## src/hdl/accb_pkg.sv

```systemverilog
package accb_pkg;

    // fixed field widths
    localparam int SAMPLE_W  = 16;
    localparam int SUM_W     = 22;
    localparam int CH_W      = 4;
    localparam int ACT_W     = 5;
    localparam int MASK_W    = 16;
    localparam int FRM_W     = 7;
    localparam int FIDX_W    = 6;
    localparam int VMIN_W    = 16;
    localparam int LIMIT_W   = FRM_W + VMIN_W;
    localparam int CFG_IDX_W = 3;
    localparam int CFG_DAT_W = 16;

    localparam int DEF_N_POS = 16;
    localparam logic [FRM_W-1:0] MAX_FRAMES = FRM_W'(64);
    localparam logic [SUM_W-1:0] SUM_MAX    = {SUM_W{1'b1}};

    // register indexes
    localparam logic [CFG_IDX_W-1:0] REG_ACTIVE   = CFG_IDX_W'(0);
    localparam logic [CFG_IDX_W-1:0] REG_MASK     = CFG_IDX_W'(1);
    localparam logic [CFG_IDX_W-1:0] REG_FRAMES   = CFG_IDX_W'(2);
    localparam logic [CFG_IDX_W-1:0] REG_WD_EN    = CFG_IDX_W'(3);
    localparam logic [CFG_IDX_W-1:0] REG_WD_CHAN  = CFG_IDX_W'(4);
    localparam logic [CFG_IDX_W-1:0] REG_WD_VMIN  = CFG_IDX_W'(5);

    // register reset values
    localparam logic [ACT_W-1:0]  RST_ACTIVE  = ACT_W'(16);
    localparam logic [MASK_W-1:0] RST_MASK    = '0;
    localparam logic [FRM_W-1:0]  RST_FRAMES  = FRM_W'(8);
    localparam logic [CH_W-1:0]   RST_WD_CHAN = '0;
    localparam logic [VMIN_W-1:0] RST_WD_VMIN = VMIN_W'(4095);

    typedef enum logic {
        ST_ACC,
        ST_DRAIN
    } state_t;

    typedef struct packed {
        logic acc;
        logic shift;
    } cell_ctrl_t;

endpackage

```

## src/hdl/adc_channel_block_accumulator.sv

```systemverilog
// Channel   | Direction | Handshake          | Payload
// s_        | in        | s_valid / s_ready  | s_sample
// m_        | out       | m_valid / m_ready  | m_channel, m_sum, m_sample_count,
//           |           |                    | m_low_alarm, m_last
// cfg_      | in        | cfg_wr_en          | cfg_index, cfg_wr_data
//
// One sample per cycle is taken while a block accumulates.
// After the last sample of a block the cell row shifts toward cell 0, pausing
// while a reporting head waits for the output register; zeros enter at the
// far end, so the row is clear after the drain. s_ready is low meanwhile.
// Reset clears all sums, the rotation position and the frame index.
module adc_channel_block_accumulator
    import accb_pkg::*;
#(
    parameter int N_POS = DEF_N_POS
) (
    input  logic                 aclk,
    input  logic                 aresetn,
    input  logic                 cfg_wr_en,
    input  logic [CFG_IDX_W-1:0] cfg_index,
    input  logic [CFG_DAT_W-1:0] cfg_wr_data,
    input  logic                 s_valid,
    output logic                 s_ready,
    input  logic [SAMPLE_W-1:0]  s_sample,
    output logic                 m_valid,
    input  logic                 m_ready,
    output logic [CH_W-1:0]      m_channel,
    output logic [SUM_W-1:0]     m_sum,
    output logic [FRM_W-1:0]     m_sample_count,
    output logic                 m_low_alarm,
    output logic                 m_last
);

    localparam logic [CH_W-1:0] CNT_LAST = CH_W'(N_POS - 1);

    logic [ACT_W-1:0]   active_reg;
    logic [MASK_W-1:0]  mask_reg;
    logic [FRM_W-1:0]   frames_reg;
    logic               wd_en_reg;
    logic [CH_W-1:0]    wd_chan_reg;
    logic [VMIN_W-1:0]  vmin_reg;
    logic [LIMIT_W-1:0] limit_reg;

    logic [ACT_W-1:0]   act_eff;
    logic [FRM_W-1:0]   frm_eff;
    logic [MASK_W-1:0]  rep_mask;
    logic               later_any;

    state_t             state_reg;
    state_t             state_next;
    logic [CH_W-1:0]    pos_reg;
    logic [FIDX_W-1:0]  frame_reg;
    logic [CH_W-1:0]    cnt_reg;

    logic               accept;
    logic               pos_last;
    logic               frame_last;
    logic               drain;
    logic               out_free;
    logic               advance;
    logic               load;

    logic               m_valid_reg;
    logic [CH_W-1:0]    m_channel_reg;
    logic [SUM_W-1:0]   m_sum_reg;
    logic [FRM_W-1:0]   m_count_reg;
    logic               m_alarm_reg;
    logic               m_last_reg;

    logic [SUM_W-1:0]   sums [N_POS];
    cell_ctrl_t         ctrl [N_POS];

    // configuration registers
    always_ff @(posedge aclk) begin
        if (!aresetn) begin
            active_reg  <= RST_ACTIVE;
            mask_reg    <= RST_MASK;
            frames_reg  <= RST_FRAMES;
            wd_en_reg   <= 1'b0;
            wd_chan_reg <= RST_WD_CHAN;
            vmin_reg    <= RST_WD_VMIN;
        end else if (cfg_wr_en) begin
            case (cfg_index)
                REG_ACTIVE:  active_reg  <= cfg_wr_data[ACT_W-1:0];
                REG_MASK:    mask_reg    <= cfg_wr_data[MASK_W-1:0];
                REG_FRAMES:  frames_reg  <= cfg_wr_data[FRM_W-1:0];
                REG_WD_EN:   wd_en_reg   <= cfg_wr_data[0];
                REG_WD_CHAN: wd_chan_reg <= cfg_wr_data[CH_W-1:0];
                REG_WD_VMIN: vmin_reg    <= cfg_wr_data[VMIN_W-1:0];
                default: ;
            endcase
        end
    end

    // clamp counts into their legal ranges
    always_comb begin
        act_eff = active_reg;
        if (active_reg == '0) begin
            act_eff = ACT_W'(1);
        end else if (active_reg > ACT_W'(N_POS)) begin
            act_eff = ACT_W'(N_POS);
        end
        frm_eff = frames_reg;
        if (frames_reg == '0) begin
            frm_eff = FRM_W'(1);
        end else if (frames_reg > MAX_FRAMES) begin
            frm_eff = MAX_FRAMES;
        end
    end

    always_ff @(posedge aclk) begin
        limit_reg <= LIMIT_W'(frm_eff) * LIMIT_W'(vmin_reg);
    end

    // positions that report, and whether any report after the head
    always_comb begin
        rep_mask  = '0;
        later_any = 1'b0;
        for (int p = 0; p < MASK_W; p++) begin
            rep_mask[p] = mask_reg[p] && (p < N_POS) && (ACT_W'(p) < act_eff);
        end
        for (int p = 0; p < MASK_W; p++) begin
            if (rep_mask[p] && (CH_W'(p) > cnt_reg)) begin
                later_any = 1'b1;
            end
        end
    end

    assign accept     = s_valid && s_ready;
    assign pos_last   = (ACT_W'(pos_reg) + ACT_W'(1)) >= act_eff;
    assign frame_last = (FRM_W'(frame_reg) + FRM_W'(1)) >= frm_eff;

    // next state
    always_comb begin
        state_next = state_reg;
        case (state_reg)
            ST_ACC: begin
                if (accept && pos_last && frame_last) begin
                    state_next = ST_DRAIN;
                end
            end
            ST_DRAIN: begin
                if (advance && (cnt_reg == CNT_LAST)) begin
                    state_next = ST_ACC;
                end
            end
            default: state_next = ST_ACC;
        endcase
    end

    // state outputs
    always_comb begin
        s_ready  = 1'b0;
        drain    = 1'b0;
        case (state_reg)
            ST_ACC:   s_ready = 1'b1;
            ST_DRAIN: drain   = 1'b1;
            default: ;
        endcase
        out_free = !m_valid_reg || m_ready;
        // hold the row while a reporting head waits for the output register
        advance  = drain && (!rep_mask[cnt_reg] || out_free);
        load     = drain && rep_mask[cnt_reg] && out_free;
    end

    always_ff @(posedge aclk) begin
        if (!aresetn) begin
            state_reg <= ST_ACC;
            pos_reg   <= '0;
            frame_reg <= '0;
            cnt_reg   <= '0;
        end else begin
            state_reg <= state_next;
            if (accept) begin
                pos_reg <= pos_last ? '0 : pos_reg + CH_W'(1);
                if (pos_last) begin
                    frame_reg <= frame_last ? '0 : frame_reg + FIDX_W'(1);
                end
            end
            if (advance) begin
                cnt_reg <= (cnt_reg == CNT_LAST) ? '0 : cnt_reg + CH_W'(1);
            end
        end
    end

    // cell row: cell 0 is the head, data moves toward it during the drain
    for (genvar i = 0; i < N_POS; i++) begin : g_cell
        logic [SUM_W-1:0] shift_in;

        if (i == N_POS - 1) begin : g_tail
            assign shift_in = '0;
        end else begin : g_mid
            assign shift_in = sums[i+1];
        end

        assign ctrl[i].acc   = accept && (pos_reg == CH_W'(i));
        assign ctrl[i].shift = advance;

        accb_cell u_cell (
            .aclk     (aclk),
            .aresetn  (aresetn),
            .ctrl     (ctrl[i]),
            .sample   (s_sample),
            .shift_in (shift_in),
            .sum      (sums[i])
        );
    end

    // output register
    always_ff @(posedge aclk) begin
        if (!aresetn) begin
            m_valid_reg <= 1'b0;
        end else if (load) begin
            m_valid_reg <= 1'b1;
        end else if (m_ready) begin
            m_valid_reg <= 1'b0;
        end
    end

    always_ff @(posedge aclk) begin
        if (load) begin
            m_channel_reg <= cnt_reg;
            m_sum_reg     <= sums[0];
            m_count_reg   <= frm_eff;
            m_alarm_reg   <= wd_en_reg && (wd_chan_reg == cnt_reg) &&
                             (LIMIT_W'(sums[0]) < limit_reg);
            m_last_reg    <= !later_any;
        end
    end

    assign m_valid        = m_valid_reg;
    assign m_channel      = m_channel_reg;
    assign m_sum          = m_sum_reg;
    assign m_sample_count = m_count_reg;
    assign m_low_alarm    = m_alarm_reg;
    assign m_last         = m_last_reg;

endmodule

```

## src/hdl/accb_cell.sv

```systemverilog
module accb_cell
    import accb_pkg::*;
(
    input  logic                aclk,
    input  logic                aresetn,
    input  cell_ctrl_t          ctrl,
    input  logic [SAMPLE_W-1:0] sample,
    input  logic [SUM_W-1:0]    shift_in,
    output logic [SUM_W-1:0]    sum
);

    logic [SUM_W-1:0] sum_reg;
    logic [SUM_W-1:0] sum_next;
    logic [SUM_W:0]   add;

    always_comb begin
        add = {1'b0, sum_reg} + (SUM_W+1)'(sample);
        sum_next = sum_reg;
        if (ctrl.shift) begin
            sum_next = shift_in;
        end else if (ctrl.acc) begin
            // saturate at full scale
            sum_next = add[SUM_W] ? SUM_MAX : add[SUM_W-1:0];
        end
    end

    always_ff @(posedge aclk) begin
        if (!aresetn) begin
            sum_reg <= '0;
        end else begin
            sum_reg <= sum_next;
        end
    end

    assign sum = sum_reg;

endmodule

```

## config.mk

```make
export PLATFORM = sky130hd
export DESIGN_NAME = adc_channel_block_accumulator
export DESIGN_NICKNAME = d
export VERILOG_FILES = /design/src/hdl/accb_pkg.sv /design/src/hdl/adc_channel_block_accumulator.sv /design/src/hdl/accb_cell.sv
export SDC_FILE = /design/constraint.sdc
export NUM_CORES = 2
export LEC_CHECK = 0
export CORE_MARGIN = 5
export CORE_UTILIZATION = 45
export CTS_BUF_LIST = sky130_fd_sc_hd__clkbuf_8
export DETAILED_ROUTE_END_ITERATION = 12
export DONT_BUFFER_PORTS = 1
export PLACE_DENSITY = 0.72
export SYNTH_ARGS = -nofsm -noshare
export SYNTH_HDL_FRONTEND = slang
export SYNTH_SLANG_ARGS = --single-unit
```

## constraint.sdc

```tcl
create_clock -name aclk -period 4.8 [get_ports aclk]
set_clock_uncertainty 0.05 [all_clocks]
set_input_delay 1.44 -clock aclk [delete_from_list [all_inputs] [get_ports aclk]]
set_output_delay 1.44 -clock aclk [all_outputs]
set_load 0.01 [all_outputs]
```

# Word-level counts from Yosys, hierarchy flattened
# Cells that the tools add are included.
op_classes:
  n_addsub: 21
  mul: 1
  magnitude_cmp: 38
  n_eq_ne: 22
  mux: 78
  bitwise: 2
  reduce_logical: 90
op_table:
  columns: ["operator", "n"]
  rows:
  - ["$mux 22", 46]
  - ["$add 22x16->23", 16]
  - ["$logic_and 1x1->1", 57]
  - ["$lt 4x5->1 const A", 8]
  - ["$eq 4x4->1 const B", 9]
  - ["$gt 4x4->1 const A", 8]
  - ["$reduce_bool 2->1", 16]
  - ["$lt 22x23->1", 1]
  - ["$mul 7x16->23", 1]
  - ["$mux 1", 23]
  - ["$lt 3x5->1 const A", 4]
  - ["$eq 4x3->1 const B", 4]
  - ["$gt 3x4->1 const A", 4]
  - ["$mux 7", 2]
  - ["$reduce_and 2->1", 7]
  - ["$lt 1x5->1 const A", 2]
  - ["$lt 2x5->1 const A", 2]
  - ["$mux 5", 2]
  - ["$add 4x1->4 const B", 2]
  - ["$eq 4x2->1 const B", 2]
  - ["$gt 1x4->1 const A", 2]
  - ["$gt 2x4->1 const A", 2]
  - ["$mux 4", 2]
  - ["$add 6x1->7 const B", 1]
  - ["23 further kinds", 29]
word_totals:
  register_bits: 475
  input_bits: 40
  output_inout_bits: 37
  elab_cells: 285

# Depth between registers and ports, before layout
depth:
  ltp_word: 23
  mapped_depth: 20
  mapped_depth_nobuf: 20

# Modules after synthesis
# From an unflattened synthesis, not the netlist that was laid out.
hier_totals:
  cells_unflattened: 4848
  area_unflattened_um2: 39923.3
by_module_without_submodules:
  columns: ["module", "n_inst", "cells_each", "area_per_inst_um2", "seq_area_each_um2"]
  rows:
  - ["accb_cell (g_cell[0].u_cell ...)", 13, 237, 1906.8, 440.4]
  - ["adc_channel_block_accumulator", 1, 1000, 9168.8, 2812.7]
  - ["accb_cell (g_cell[14].u_cell)", 1, 255, 2023.2, 440.4]
  - ["accb_cell (g_cell[9].u_cell)", 1, 260, 1975.6, 440.4]
  - ["accb_cell (g_cell[13].u_cell)", 1, 252, 1966.9, 440.4]

# Worst setup path before layout
# OpenSTA, ideal clock, no wires.
synth_timing:
  kind: "register to register"
  start: "register frames_reg[6]"
  end: "register limit_reg[21]"
  setup_time_ns: 0.072
  arrival_ns: 4.913
  t_required_ns: 4.678
  path_slack_ns: -0.234
  stages_incl_launch_ff: 21
  n_path_buf: 1
  path_cell_list: "dfxtp_1 nor2b_1 clkbuf_1 nand2_1 fa_1 fa_1 inv_1 fa_1 inv_1 fa_1 inv_1 ha_1 nor2_1 o21ai_0 nand2_1 o311ai_0 nand2_1 o2111ai_1 nor2_1 o31ai_1 xor2_1"
synth_between:
  elab_chain_len: 4
  word_cells_on_any_way: 5
  classes_between: "1 x mul; 1 x order compare; 2 x mux; 1 x reduce/logical"
synth_lines:
  columns: ["element", "line", "rtl"]
  rows:
  - ["start: declaration", "adc_channel_block_accumulator.sv:38", "logic [FRM_W-1:0] frames_reg;"]
  - ["start signal: assignment", "adc_channel_block_accumulator.sv:86", "REG_FRAMES: frames_reg <= cfg_wr_data[FRM_W-1:0];"]
  - ["$gt 7x7->1", "adc_channel_block_accumulator.sv:106", "end else if (frames_reg > MAX_FRAMES) begin"]
  - ["$mux 7", "adc_channel_block_accumulator.sv:106", null]
  - ["$mux 7 *", "adc_channel_block_accumulator.sv:104", "if (frames_reg == '0) begin"]
  - ["net frm_eff[1]", "adc_channel_block_accumulator.sv:45", "logic [FRM_W-1:0] frm_eff;"]
  - ["$mul 7x16->23 *", "adc_channel_block_accumulator.sv:112", "limit_reg <= LIMIT_W'(frm_eff) * LIMIT_W'(vmin_reg);"]
  - ["end signal: assignment", "adc_channel_block_accumulator.sv:112", null]
  - ["end: declaration", "adc_channel_block_accumulator.sv:42", "logic [LIMIT_W-1:0] limit_reg;"]
# The timed path passes the listed nets; every way through them passes the cells marked *.
# A chain may end at the register's enable or synchronous reset.

# Worst setup path in the final report
layout_timing:
  start: "register frames_reg[6]"
  end: "register limit_reg[20]"
layout_between:
  elab_chain_len: 4
  word_cells_on_any_way: 5
  classes_between: "1 x mul; 1 x order compare; 2 x mux; 1 x reduce/logical"
layout_lines:
  columns: ["element", "line"]
  rows:
  - ["$gt 7x7->1", "adc_channel_block_accumulator.sv:106"]
  - ["$mux 7", "adc_channel_block_accumulator.sv:106"]
  - ["$mux 7 *", "adc_channel_block_accumulator.sv:104"]
  - ["$mul 7x16->23 *", "adc_channel_block_accumulator.sv:112"]
# Mark *: on every way between the ends. The rest lies on a longest branch, timed or not.

==> results.sh <==
export IMPL_status="finished, violations left"
export IMPL_violations="setup timing"
export IMPL_fp_coreArea_mm2=0.08081
export IMPL_dieWidth_um=295.9
export IMPL_rows=104
export IMPL_timing_rr_start="frames_reg[6]$_SDFFE_PN0P_"
export IMPL_globalplace_congestion=0.8912
export IMPL_cts_tree="built"
export IMPL_period_share_pct=104.2
export IMPL_h_tree_depth=3
export IMPL_hp_start="mask_reg[0]$_SDFFE_PN0P_"
export IMPL_critPathMaxFanout=7
export IMPL_drt_iter0_drc=2552
export IMPL_grt_usage_pct=23.32
export IMPL_cp_data_arrival_time_ns=5.52
export IMPL_ys_flop_type="dfxtp_1"
export IMPL_dpl_worst_slack_ns=-0.2329
export IMPL_p_per_area_mw_per_mm2=245.1
export IMPL_r2r_cells=19
export IMPL_required_ns=5.32
export IMPL_initial_core_util_pct=45.51
export IMPL_wl_per_cell_um=18.87
export IMPL_cap_violations=0
export IMPL_maxSlewHeadroom_pct=24.95
export IMPL_synth_edf_count=35
export IMPL_drt_vias_per_instance=6.040
export IMPL_path_class="reg -> reg"
export IMPL_synth_avg_cell_area_um2=8.260
export IMPL_grt_max_degree=286
export IMPL_min_delay_path_depth=2
export IMPL_hpwl_um=72840
export IMPL_clock_tree_buffer_depth=3
export IMPL_hold_slack_ns=0.4049
export IMPL_drive_gt1_share_pct=7.682
export IMPL_cts_root_buffer="clkbuf_8"
export IMPL_grt_setup_unrepaired="yes"
export IMPL_min_path_type="reg -> reg"
export IMPL_peakVddDrop_mv=0.2013
export IMPL_gr_total_overflow=0
export IMPL_drc_errors=0
export IMPL_grt_pass1_vias=32469
export IMPL_numCtsBuffers=89
export IMPL_startpoint_type="register"
export IMPL_via_count=33783
export IMPL_syn_area_mm2=0.03678
export IMPL_synthCells=4452
export IMPL_ys_seq_area_share_pct=26.81
export IMPL_timing_rr_end="limit_reg[20]$_DFF_P_"
export IMPL_setup_violations_final=3
export IMPL_largest_reg_flops=352
export IMPL_clkSinkCount=475
export IMPL_ys_types=97
export IMPL_synth_nets=4915
export IMPL_synth_seq_cells=475
export IMPL_worst_pin_slew_ns=1.117
export IMPL_io_pins=77
export IMPL_ant_nets=0
export IMPL_syn2layout_area_growth_pct=9.159
export IMPL_regToRegSetupSlack_ns=-0.20
export IMPL_end_kind="register"
export IMPL_fmax_mhz=200.0
export IMPL_drv_slew=0
export IMPL_die_h_um=295.9
export IMPL_dieArea_mm2=0.08754
export IMPL_timing_hold_violations_final=0
export IMPL_synth_warnings=0
export IMPL_setup_slack_ns=-0.2001
export IMPL_async_flop_share_pct=0
export IMPL_nets=4926
export IMPL_period_minus_slack_ns=5.000
export IMPL_grt_pass1_wl_um=169800
export IMPL_p_leak_nw=17.83
export IMPL_drt_pass1_iterations=6
export IMPL_holdPathEnd="mask_reg[0]$_SDFFE_PN0P_"
export IMPL_routed_wl_um=105500
export IMPL_portBuffers=0
export IMPL_insertion_delay_ns=0.72
export IMPL_antenna_found_initial=2
export IMPL_clk_pin_slew_ns=0.06
export IMPL_ctsHoldBuffers=0
-- metal layers --
layer / vias up / global-route usage [%] / part of all wire (%)
li1: 16430 / - / -
met1: 16085 / 30.75 / 44
met2: 1043 / 38.37 / 46
met3: 225 / 4.815 / 7.0
met4: 0 / 7.823 / 3.4
met5: - / 0 / 0
-- per-stage QoR --
| step | cell area, um2 | instances | util (%) | power, mW | TNS [ns] |
|---|---|---|---|---|---|
| 2_1_floorplan | 36830 | 4452 | - | 5.472 | -0.01925 |
| 3_3_place_gp | 38120 | 5423 | 47.17 | 5.803 | -0.3630 |
| 3_5_place_dp | 38120 | 5423 | 47.17 | 5.847 | -0.7646 |
| 4_1_cts | 40010 | 5586 | 49.52 | 9.855 | -0.2258 |
| 5_1_grt | 40140 | 5591 | 49.67 | 10.33 | -1.396 |
| 6_report | 40140 | 5593 | 49.68 | 9.840 | -0.4201 |
-- layout by cell type (no fill, tap or decap), types with 19 or more instances in the layout --
cell	count
o21ai_0	226
ha_1	334
inv_1	232
o211ai_1	216
a21oi_1	464
a21o_1	96
nor2_1	258
o21a_1	61
nand3_1	118
nand2_1	334
fa_1	85
and2_1	117
xor2_1	138
or3_1	223
dfxtp_1	439
o221a_2	19
nand4_1	27
nor2b_1	38
edfxtp_1	35
clkbuf_8	112
nand2b_1	67
buf_4	114
a211oi_1	35
mux2i_1	34
a31oi_1	50
nor3_1	93
xnor2_1	102
and3_1	48
o21bai_1	36
-- critical path, cell delays in order, from the launching register on --
cell and delay, ns:
dfxtp_4 0.41, nor2b_4 0.22, buf_6 0.12, and2_4 0.12, fa_1 0.45, fa_1 0.50
fa_1 0.49, inv_1 0.05, fa_1 0.49, inv_2 0.05, ha_4 0.21, a21o_1 0.18
a31o_2 0.23, a22o_1 0.24, a21oi_4 0.16, a211oi_2 0.11, a211o_1 0.29, or2_4 0.27
a31oi_4 0.18, xnor2_1 0.08
-- worst max path at each step --
stage	start	end	slack (ns)	depth (start not counted)
detailed placement	frames_reg[6]$_SDFFE_PN0P_	limit_reg[21]$_DFF_P_	-0.23	19
finish	frames_reg[6]$_SDFFE_PN0P_	limit_reg[20]$_DFF_P_	-0.20	19
global route	frames_reg[6]$_SDFFE_PN0P_	limit_reg[20]$_DFF_P_	-0.38	19
floorplan	frames_reg[6]$_SDFFE_PN0P_	limit_reg[21]$_DFF_P_	-0.02	20
CTS	frames_reg[6]$_SDFFE_PN0P_	limit_reg[21]$_DFF_P_	-0.1	20
global placement	frames_reg[6]$_SDFFE_PN0P_	limit_reg[20]$_DFF_P_	-0.15	19
-- final cells by class --
cell class,instances,area [um2]
antenna,3,7.507
fill,7698,40660
sequential,475,9863
tap,1060,1326
clock inverter,46,236.5
timing repair buffer,125,1059
multi-input combinational,3568,25340
inverter,204,768.2
clock buffer,112,1541
-- synth_stat cells (all sizes together) (118+ instances only) --
cell,instances,area (um2)
a21oi,468,2346
inv,203,762.0
nor2,263,997.2
nand2,336,1261
or3,223,1395
o211ai,217,1634
xor2,138,1209
nand3,118,590.6
clkbuf,135,508.0
o21ai,234,1171
dfxtp,440,8808
and2,124,775.8
ha,338,4229
-- cells by family after synthesis --
family | Yosys count | share of synthesized area, %
AO/OA/AOI/OAI | 1468 | 26.29
XOR/XNOR | 240 | 5.716
adder cells (fa/ha/maj) | 423 | 16.13
buffers and inverters | 409 | 4.848
flip-flops | 475 | 26.81
multiplexers | 35 | 0.9561
AND/OR/NAND/NOR | 1402 | 19.25
-- repair_timing --
| item | 4_1_cts | 5_1_grt |
|---|---|---|
| gates resized for setup | 19 | 20 |
| pin swaps | 14 | 9 |
| setup endpoints to repair | 5 | 8 |
| buffers inserted | 6 | 4 |
-- report_power, final --
part	total, mW	internal (mW)	switching (mW)
Sequential	4.21	4.11	0.0966
Clock	3.98	2.10	1.87
Combinational	1.66	0.765	0.894
Power figures use the tool's default switching activity.
